File: src/rtl/assert_macros.svh
// Assertion helpers shared by the RTL. Each takes a label, an antecedent and a consequent.
`ifndef ASSERT_MACROS_SVH
`define ASSERT_MACROS_SVH

`ifndef NO_ASSERTIONS

`define ASSERT_SAME(lbl, ante, cons) \
  lbl: assert property (@(posedge clk) disable iff (rst) (ante) |-> (cons)) \
    else $error("assertion failed");

`define ASSERT_NEXT(lbl, ante, cons) \
  lbl: assert property (@(posedge clk) disable iff (rst) (ante) |=> (cons)) \
    else $error("assertion failed");

`else

`define ASSERT_SAME(lbl, ante, cons)

`define ASSERT_NEXT(lbl, ante, cons)

`endif

`endif

File: src/rtl/tpw_pkg.sv
package tpw_pkg;

  localparam int RF_W    = 30;
  localparam int IF_W    = 27;
  localparam int NUM_W   = 31;  // holds rf + if + half step without overflow
  localparam int REM_W   = 18;  // holds the largest reference step
  localparam int N_CELLS = NUM_W;
  localparam int WORD_W  = 16;
  localparam int BYTE_W  = 8;
  localparam int SEL_W   = 2;
  localparam int TOP_W   = 3;
  localparam int IDX_W   = 3;

  typedef enum logic [IDX_W-1:0] {
    CFG_REF_STEP_SEL        = 3'd0,
    CFG_IF_FREQ_HZ          = 3'd1,
    CFG_EXT_AGC_EN          = 3'd2,
    CFG_EXT_DISABLE_CURRENT = 3'd3,
    CFG_AGC_TOP_SEL         = 3'd4
  } cfg_index_t;

  typedef enum logic [SEL_W-1:0] {
    STEP_50K  = 2'd0,
    STEP_62K5 = 2'd1,
    STEP_166K = 2'd2,
    STEP_SPARE = 2'd3
  } step_sel_t;

  localparam logic [BYTE_W-1:0] REF_BYTE_50K  = 8'hCB;
  localparam logic [BYTE_W-1:0] REF_BYTE_62K5 = 8'hC8;
  localparam logic [BYTE_W-1:0] REF_BYTE_166K = 8'hCA;
  localparam logic [BYTE_W-1:0] SAW_8MHZ      = 8'h08;
  localparam logic [BYTE_W-1:0] AGC_INT_BASE  = 8'h80;
  localparam logic [BYTE_W-1:0] AGC_EXT_OFF   = 8'h86;
  localparam logic [BYTE_W-1:0] AGC_EXT_ON    = 8'h87;
  localparam logic [TOP_W-1:0]  AGC_TOP_MAX   = 3'd5;

  localparam logic [BYTE_W-1:0] PUMP_LOW  = 8'h40;
  localparam logic [BYTE_W-1:0] PUMP_A    = 8'h60;
  localparam logic [BYTE_W-1:0] PUMP_B    = 8'hA0;
  localparam logic [BYTE_W-1:0] PUMP_C    = 8'hC0;
  localparam logic [BYTE_W-1:0] PUMP_D    = 8'hE0;
  localparam logic [BYTE_W-1:0] BAND_LOW  = 8'h01;
  localparam logic [BYTE_W-1:0] BAND_MID  = 8'h02;
  localparam logic [BYTE_W-1:0] BAND_HIGH = 8'h04;

  typedef struct packed {
    logic [SEL_W-1:0] ref_step_sel;
    logic [IF_W-1:0]  if_freq_hz;
    logic             ext_agc_en;
    logic             ext_disable_current;
    logic [TOP_W-1:0] agc_top_sel;
  } cfg_t;

  // One stage of the divider chain: partial remainder, dividend bits still to be
  // consumed with quotient bits shifted in behind them, and the side bytes.
  typedef struct packed {
    logic              valid;
    logic [REM_W-1:0]  rem;
    logic [NUM_W-1:0]  dq;
    logic [SEL_W-1:0]  sel;
    logic [BYTE_W-1:0] agc;
    logic [BYTE_W-1:0] ctrl;
  } cell_t;

  function automatic logic [REM_W-1:0] step_divisor(input logic [SEL_W-1:0] sel);
    logic [REM_W-1:0] d;
    unique case (sel)
      STEP_50K:  d = 18'd50000;
      STEP_62K5: d = 18'd62500;
      default:   d = 18'd166670;
    endcase
    return d;
  endfunction

  function automatic logic [NUM_W-1:0] half_step(input logic [SEL_W-1:0] sel);
    logic [REM_W-1:0] d;
    d = step_divisor(sel);
    return {{(NUM_W-REM_W){1'b0}}, 1'b0, d[REM_W-1:1]};
  endfunction

  function automatic logic [BYTE_W-1:0] ref_byte(input logic [SEL_W-1:0] sel);
    logic [BYTE_W-1:0] b;
    unique case (sel)
      STEP_50K:  b = REF_BYTE_50K;
      STEP_62K5: b = REF_BYTE_62K5;
      default:   b = REF_BYTE_166K;
    endcase
    return b;
  endfunction

  function automatic logic in_band(input logic [NUM_W-1:0] v, input int unsigned lo,
                                   input int unsigned hi);
    return (v >= NUM_W'(lo)) && (v < NUM_W'(hi));
  endfunction

  function automatic logic [BYTE_W-1:0] pump_bits(input logic [NUM_W-1:0] osc);
    logic [BYTE_W-1:0] p;
    priority if (in_band(osc, 87000000, 130000000) || in_band(osc, 200000000, 290000000) ||
                 in_band(osc, 480000000, 620000000)) begin
      p = PUMP_A;
    end else if (in_band(osc, 130000000, 160000000) ||
                 in_band(osc, 290000000, 420000000) ||
                 in_band(osc, 620000000, 830000000)) begin
      p = PUMP_B;
    end else if (in_band(osc, 160000000, 200000000) ||
                 in_band(osc, 420000000, 480000000)) begin
      p = PUMP_C;
    end else if (in_band(osc, 830000000, 900000000)) begin
      p = PUMP_D;
    end else begin
      p = PUMP_LOW;
    end
    return p;
  endfunction

  function automatic logic [BYTE_W-1:0] band_bits(input logic [RF_W-1:0] rf);
    logic [BYTE_W-1:0] b;
    priority if ((rf >= RF_W'(49000000)) && (rf < RF_W'(162000000))) begin
      b = BAND_LOW;
    end else if ((rf >= RF_W'(162000000)) && (rf < RF_W'(448000000))) begin
      b = BAND_MID;
    end else begin
      b = BAND_HIGH;
    end
    return b;
  endfunction

endpackage

File: src/rtl/tpw_if.sv
interface tpw_req_if import tpw_pkg::*; ();
  logic            valid;
  logic            ready;
  logic [RF_W-1:0] rf_freq_hz;

  modport source (output valid, output rf_freq_hz, input ready);
  modport sink (input valid, input rf_freq_hz, output ready);
endinterface

interface tpw_res_if import tpw_pkg::*; ();
  logic              valid;
  logic              ready;
  logic [WORD_W-1:0] divider_word;
  logic [BYTE_W-1:0] ref_control_byte;
  logic [BYTE_W-1:0] agc_control_byte;
  logic [BYTE_W-1:0] band_control_byte;
  logic              divider_saturated;

  modport source (output valid, output divider_word, output ref_control_byte,
                  output agc_control_byte, output band_control_byte,
                  output divider_saturated, input ready);
  modport sink (input valid, input divider_word, input ref_control_byte,
                input agc_control_byte, input band_control_byte,
                input divider_saturated, output ready);
endinterface

File: src/rtl/tpw_entry.sv
module tpw_entry import tpw_pkg::*; (
  input  logic            clk,
  input  logic            rst,
  input  logic            adv,
  input  logic            in_valid,
  input  logic [RF_W-1:0] rf_freq_hz,
  input  cfg_t            cfg,
  output cell_t           head
);

  logic              a_valid;
  logic [NUM_W-1:0]  a_osc;
  logic [BYTE_W-1:0] a_band;
  logic [SEL_W-1:0]  a_sel;
  logic [BYTE_W-1:0] a_agc;
  logic [BYTE_W-1:0] agc_next;
  cell_t             head_next;

  always_comb begin
    if (cfg.ext_agc_en) begin
      agc_next = cfg.ext_disable_current ? AGC_EXT_OFF : AGC_EXT_ON;
    end else if (cfg.agc_top_sel <= AGC_TOP_MAX) begin
      agc_next = AGC_INT_BASE | {{(BYTE_W-TOP_W){1'b0}}, cfg.agc_top_sel};
    end else begin
      agc_next = AGC_INT_BASE;
    end
  end

  always_ff @(posedge clk) begin
    if (rst) begin
      a_valid <= 1'b0;
    end else if (adv) begin
      a_valid <= in_valid;
    end
    if (adv) begin
      a_osc  <= NUM_W'(rf_freq_hz) + NUM_W'(cfg.if_freq_hz);
      a_band <= SAW_8MHZ | band_bits(rf_freq_hz);
      a_sel  <= cfg.ref_step_sel;
      a_agc  <= agc_next;
    end
  end

  // Rounding adds half a step before the divide.
  always_comb begin
    head_next.valid = a_valid;
    head_next.rem   = '0;
    head_next.dq    = a_osc + half_step(a_sel);
    head_next.sel   = a_sel;
    head_next.agc   = a_agc;
    head_next.ctrl  = pump_bits(a_osc) | a_band;
  end

  always_ff @(posedge clk) begin
    if (rst) begin
      head.valid <= 1'b0;
    end else if (adv) begin
      head <= head_next;
    end
  end

endmodule

File: src/rtl/tpw_div_cell.sv
module tpw_div_cell import tpw_pkg::*; (
  input  logic  clk,
  input  logic  rst,
  input  logic  adv,
  input  cell_t cur,
  output cell_t nxt
);

  logic [REM_W:0] trial;
  logic [REM_W:0] dvs;
  logic [REM_W:0] diff;
  logic           fits;
  cell_t          nxt_next;

  // One restoring step: bring down the next dividend bit and subtract if it fits.
  always_comb begin
    trial = {cur.rem, cur.dq[NUM_W-1]};
    dvs   = {1'b0, step_divisor(cur.sel)};
    diff  = trial - dvs;
    fits  = trial >= dvs;

    nxt_next      = cur;
    nxt_next.rem  = fits ? diff[REM_W-1:0] : trial[REM_W-1:0];
    nxt_next.dq   = {cur.dq[NUM_W-2:0], fits};
  end

  always_ff @(posedge clk) begin
    if (rst) begin
      nxt.valid <= 1'b0;
    end else if (adv) begin
      nxt <= nxt_next;
    end
  end

endmodule

File: src/rtl/tuner_pll_word_generator.sv
// Turns a requested RF frequency into the tuner PLL divider word and control bytes.
// A word is accepted every cycle unless the row is stopped, and is then registered in
// turn: two entry stages form the oscillator frequency and the rounded dividend, a row
// of 31 divider cells resolves one quotient bit each, and one output register holds
// the result. The whole row advances together and stops while the output register
// holds a word that has not been taken. Configuration writes take effect for words
// accepted after the write.
`include "assert_macros.svh"

module tuner_pll_word_generator import tpw_pkg::*; (
  input  logic             clk,
  input  logic             rst,
  tpw_req_if.sink          req,
  tpw_res_if.source        res,
  input  logic             cfg_we,
  input  logic [IDX_W-1:0] cfg_index,
  input  logic [IF_W-1:0]  cfg_wdata
);

  cfg_t              cfg;
  logic              adv;
  cell_t             chain [N_CELLS+1];
  cell_t             last;
  logic              out_valid;
  logic [WORD_W-1:0] out_word;
  logic [BYTE_W-1:0] out_ref;
  logic [BYTE_W-1:0] out_agc;
  logic [BYTE_W-1:0] out_ctrl;
  logic              out_sat;
  logic              sat_next;

  always_ff @(posedge clk) begin
    if (rst) begin
      cfg.ref_step_sel        <= STEP_166K;
      cfg.if_freq_hz          <= IF_W'(36125000);
      cfg.ext_agc_en          <= 1'b0;
      cfg.ext_disable_current <= 1'b1;
      cfg.agc_top_sel         <= '0;
    end else if (cfg_we) begin
      unique case (cfg_index)
        CFG_REF_STEP_SEL:        cfg.ref_step_sel        <= cfg_wdata[SEL_W-1:0];
        CFG_IF_FREQ_HZ:          cfg.if_freq_hz          <= cfg_wdata;
        CFG_EXT_AGC_EN:          cfg.ext_agc_en          <= cfg_wdata[0];
        CFG_EXT_DISABLE_CURRENT: cfg.ext_disable_current <= cfg_wdata[0];
        CFG_AGC_TOP_SEL:         cfg.agc_top_sel         <= cfg_wdata[TOP_W-1:0];
        default: ;
      endcase
    end
  end

  assign adv       = !out_valid || res.ready;
  assign req.ready = adv;

  tpw_entry u_entry (
    .clk        (clk),
    .rst        (rst),
    .adv        (adv),
    .in_valid   (req.valid),
    .rf_freq_hz (req.rf_freq_hz),
    .cfg        (cfg),
    .head       (chain[0])
  );

  for (genvar i = 0; i < N_CELLS; i++) begin : g_cell
    tpw_div_cell u_cell (
      .clk (clk),
      .rst (rst),
      .adv (adv),
      .cur (chain[i]),
      .nxt (chain[i+1])
    );
  end

  assign last = chain[N_CELLS];

  // Any quotient bit above the word width means the divider does not fit.
  assign sat_next = |last.dq[NUM_W-1:WORD_W];

  always_ff @(posedge clk) begin
    if (rst) begin
      out_valid <= 1'b0;
    end else if (adv) begin
      out_valid <= last.valid;
    end
    if (adv) begin
      out_word <= sat_next ? {WORD_W{1'b1}} : last.dq[WORD_W-1:0];
      out_sat  <= sat_next;
      out_ref  <= ref_byte(last.sel);
      out_agc  <= last.agc;
      out_ctrl <= last.ctrl;
    end
  end

  assign res.valid             = out_valid;
  assign res.divider_word      = out_word;
  assign res.divider_saturated = out_sat;
  assign res.ref_control_byte  = out_ref;
  assign res.agc_control_byte  = out_agc;
  assign res.band_control_byte = out_ctrl;

  `ASSERT_SAME(a_sat_clamps, out_valid && out_sat, out_word == {WORD_W{1'b1}})
  `ASSERT_SAME(a_ctrl_format, out_valid,
               out_ctrl[3] && !out_ctrl[4] && (out_ctrl[7:5] != 3'd0) &&
               $onehot(out_ctrl[2:0]))
  `ASSERT_NEXT(a_chain_delivers, adv && last.valid, out_valid)
  `ASSERT_NEXT(a_stall_freezes_chain, !adv, $stable(last.valid) && $stable(chain[0].valid))

endmodule
File: src/flat_wrapper.sv
// flat-port wrapper written by rule: the top's interface ports become plain ports
module tuner_pll_word_generator_flat import tpw_pkg::*;
  (clk, rst, cfg_we, cfg_index, cfg_wdata, req_valid, req_rf_freq_hz, req_ready, res_valid, res_divider_word, res_ref_control_byte, res_agc_control_byte, res_band_control_byte, res_divider_saturated, res_ready);
  tpw_req_if req_i ();
  tpw_res_if res_i ();
  input  logic clk;
  input  logic rst;
  input  logic cfg_we;
  input  logic [IDX_W-1:0] cfg_index;
  input  logic [IF_W-1:0] cfg_wdata;
  input wire logic [$bits(req_i.valid)-1:0] req_valid;
  input wire logic [$bits(req_i.rf_freq_hz)-1:0] req_rf_freq_hz;
  output wire logic [$bits(req_i.ready)-1:0] req_ready;
  output wire logic [$bits(res_i.valid)-1:0] res_valid;
  output wire logic [$bits(res_i.divider_word)-1:0] res_divider_word;
  output wire logic [$bits(res_i.ref_control_byte)-1:0] res_ref_control_byte;
  output wire logic [$bits(res_i.agc_control_byte)-1:0] res_agc_control_byte;
  output wire logic [$bits(res_i.band_control_byte)-1:0] res_band_control_byte;
  output wire logic [$bits(res_i.divider_saturated)-1:0] res_divider_saturated;
  input wire logic [$bits(res_i.ready)-1:0] res_ready;
  assign req_i.valid = req_valid;
  assign req_i.rf_freq_hz = req_rf_freq_hz;
  assign req_ready = req_i.ready;
  assign res_valid = res_i.valid;
  assign res_divider_word = res_i.divider_word;
  assign res_ref_control_byte = res_i.ref_control_byte;
  assign res_agc_control_byte = res_i.agc_control_byte;
  assign res_band_control_byte = res_i.band_control_byte;
  assign res_divider_saturated = res_i.divider_saturated;
  assign res_i.ready = res_ready;
  tuner_pll_word_generator u_core (.clk(clk), .rst(rst), .req(req_i), .res(res_i), .cfg_we(cfg_we), .cfg_index(cfg_index), .cfg_wdata(cfg_wdata));
endmodule
File: config.mk
export PLATFORM = sky130hd
export DESIGN_NAME = tuner_pll_word_generator_flat
export DESIGN_NICKNAME = d
export VERILOG_FILES = /design/src/rtl/tpw_pkg.sv /design/src/rtl/tpw_if.sv /design/src/rtl/tpw_entry.sv /design/src/rtl/tpw_div_cell.sv /design/src/rtl/tuner_pll_word_generator.sv /design/src/flat_wrapper.sv
export VERILOG_INCLUDE_DIRS = /design/src /design/src/rtl
export SDC_FILE = /design/constraint.sdc
export NUM_CORES = 2
export LEC_CHECK = 0
export CAP_MARGIN = 25
export CORE_MARGIN = 3
export CORE_UTILIZATION = 59
export CTS_CLUSTER_DIAMETER = 80
export DETAILED_ROUTE_END_ITERATION = 12
export DONT_BUFFER_PORTS = 1
export MAX_ROUTING_LAYER = met4
export PLACE_DENSITY = 0.75
export SLEW_MARGIN = 25
export SYNTH_ARGS = -nofsm -noshare
export SYNTH_HDL_FRONTEND = slang
export SYNTH_SLANG_ARGS = --single-unit
File: constraint.sdc
create_clock -name clk -period 99.5 [get_ports clk]
set_input_delay 14.925 -clock clk [delete_from_list [all_inputs] [get_ports clk]]
set_output_delay 14.925 -clock clk [all_outputs]
set_load 0.02 [all_outputs]
==> summary.txt <==
Worst-Skew Late Latency - 0.75 ns
total routed wirelength - 97.9 mm
Final Setup Violations - 0
Slew Limit Fails - 0
hold path depth - 0
GRT Residual Overflow - 0
fill count - 7,237
leak pwr - 25.1 nW
clk buf depth - 3
initial core utilization - 0.600
Pre-antenna DRT Iters - 6
Mapped Cells - 4,210
Final period util - 0.308
Die Height - 332 um
Max-slew headroom - 0.334
Final #Nets - 4,634
CP Max Fanout - 36
max incr delay on CP - 0.35 ns
CTS tree - built
Post-CTS Setup Repair Bufs - 0
crit path cell chain - nor2b_2, buf_4, inv_4
post-route setup TNS - 0 ns
Core Region - 0.105 mm2
synthesized cell area - 0.0627 mm2
post-route minimum period - 30.61 ns
global placement routability congestion - 0.911
Worst-Margin Slew - 0.999 ns
skew final - 0.0227 ns
initial antenna violation count - 1
number of buffers inserted by port buffering - 0
outcome - finished clean
Seq/Total Area, Yosys - 0.711
Worst Setup End Kind - output pin
CTS resizes - 0
Async S/R FF share, synth - 0
layout cells sized above 1 - 0.0928
Max-cap violations - 0
Ports - 108
die area - 0.110 mm2
unrepaired setup endpoints after global routing - no
worst min-delay path class - flop to flop
root buf cell - clkbuf_16
Fmax - 32.7 MHz
commonest non-fill, non-tap cells in the layout - 1,440 x edfxtp_1, 327 x nand2_1, 264 x ha_1
critical setup path kind - primary input to output pin
clk sinks - 1,508
Final Hold Viols - 0
dpl hpwl - 61.6 mm
first-pass GRT wire length - 159 mm
Cell Pwr Density - 27.1 mW/mm2
commonest non-fill, non-tap cell in the layout - edfxtp_1
DR DRC count - 0
DR vias - 32,700
Top FF cell, synth - edfxtp_1
flops & latches, synth - 1,508
count of unique library cells instantiated by Yosys - 89
pin count of the biggest net entering global routing - 207
Antenna Cells - 0
Crit-path slowest cell - buf_4
crit start category - primary input
Die W - 332 um
final instance area - 0.0691 mm2
WP data required - 84.58 ns
final core utilization - 0.661
reg2reg path depth - 8
number of synthesized flops with an enable pin - 1,440
Row Count - 118
DR iter-0 viols - 2,520
Crit path arrival time - 15.68 ns
total track usage - 0.182
post-route ant nets - 0
worst IR drop on VDD - 0.0201 mV
syn_area_per_cell - 14.9 um2
Placed Area - 0.0642 mm2
wire per inst - 16.9 um
Hold-fix buffers, CTS - 0
warnings from Yosys - 0
vias per cell - 5.64
clk slew on worst S/H paths - 0.06 ns
htree depth - 4
Layout area overhead - 10.1%
vias in the first global route - 31,900
Num CTS Buffers - 149
## kinds of logic after synthesis
logic type,Yosys count,share of synthesized area
flops,1508,0.711
simple gates,1004,0.0780
compound gates,798,0.0808
fa+ha+maj,281,0.0581
buf+inv,253,0.0167
xor+xnor,243,0.0339
mux,121,0.0215
other cells,2,0.000120
## sequential cells by signal (all words and copies together) (netlist names)
register,count
u_core.res.divider_word,16
u_core.g_cell.u_cell.nxt,1363
u_core.res.agc_control_byte,3
u_core.res.valid,1
u_core.u_entry.head,43
u_core.res.ref_control_byte,2
u_core.u_entry.a_sel,2
u_core.u_entry.a_agc,3
u_core.cfg,34
u_core.u_entry.a_osc,31
u_core.res.band_control_byte,6
u_core.u_entry.a_valid,1
u_core.u_entry.a_band,3
## cells in the mapped netlist, types with 13 or more instances
master | number | area, um2
nand3b_1 | 19 | 143
o21a_1 | 22 | 165
ha_1 | 264 | 3300
xor2_1 | 100 | 876
or2_2 | 31 | 194
nor2_1 | 223 | 837
mux2i_1 | 15 | 150
nor2b_1 | 37 | 231
mux2_2 | 103 | 1160
buf_4 | 18 | 135
o21bai_1 | 37 | 278
o21ai_0 | 167 | 836
xnor2_1 | 143 | 1250
and3_1 | 41 | 257
a21oi_1 | 253 | 1270
buf_2 | 15 | 75.1
inv_1 | 144 | 541
edfxtp_1 | 1440 | 43200
a31o_2 | 16 | 140
clkbuf_1 | 67 | 251
fa_1 | 17 | 340
and2_1 | 16 | 100
a211oi_1 | 33 | 248
nand4_1 | 38 | 238
o211ai_1 | 21 | 158
a31oi_1 | 25 | 156
nand2_1 | 327 | 1230
nand2b_1 | 25 | 156
nand3_1 | 67 | 335
nor4_1 | 26 | 163
a21o_1 | 81 | 608
or3_1 | 22 | 138
dfxtp_1 | 68 | 1360
nor3_1 | 75 | 375
a21boi_0 | 13 | 97.6
o31ai_1 | 27 | 203
## layer usage
layer,GRT usage,up-vias,wire (um)
met1,0.237,15600,43500
met5,-,-,0
met3,0.0327,212,4050
met2,0.293,692,47600
met4,0.0617,0,2680
li1,-,16200,-
## path summary, 6_finish.rpt
path,from,endpoint,slack (ns)
max,res_ready,req_ready,68.89
min,u_core.g_cell[7].u_cell.nxt[8],u_core.g_cell[8].u_cell.nxt[8],0.40
max reg2reg,u_core.res.valid,u_core.g_cell[18].u_cell.nxt[65],94.33
min reg2reg,u_core.g_cell[7].u_cell.nxt[8],u_core.g_cell[8].u_cell.nxt[8],0.40
## stage by stage
stage / instances / setup slack (ns) / hold slack (ns) / total power [W]
after floorplan: 4222 / 24.22 / 0.400 / 0.00128
after global placement: 5516 / 68.88 / 0.400 / 0.00133
after detailed placement: 5516 / 68.89 / 0.405 / 0.00133
after CTS: 5788 / 68.89 / 0.397 / 0.00189
after global routing: 5789 / 68.83 / 0.404 / 0.00198
final: 5789 / 68.89 / 0.400 / 0.00187
## critical path: cells and delay by family
kind | cells | cell delay, ns
buffers and inverters | 2 | 0.60
AND/OR/NAND/NOR | 1 | 0.09
## layout make-up
type / count / area (um2) / area share
clock inverter: 93 / 897 / 0.0130
tap: 1380 / 1730 / 0.0250
timing repair buffer: 22 / 238 / 0.00344
sequential: 1508 / 44600 / 0.646
clock buffer: 179 / 3900 / 0.0565
multi-input combinational: 2461 / 17200 / 0.248
inverter: 146 / 551 / 0.00797
## power by group
| part | switching (W) | leakage, nW | internal [W] |
|---|---|---|---|
| logic | 0.000252 | 8.10 | 0.000207 |
| clock network | 0.000229 | 2.31 | 0.000311 |
| registers | 0.0000550 | 14.7 | 0.000818 |
| total | 0.000536 | 25.1 | 0.00134 |
Power figures use the tool's default switching activity.
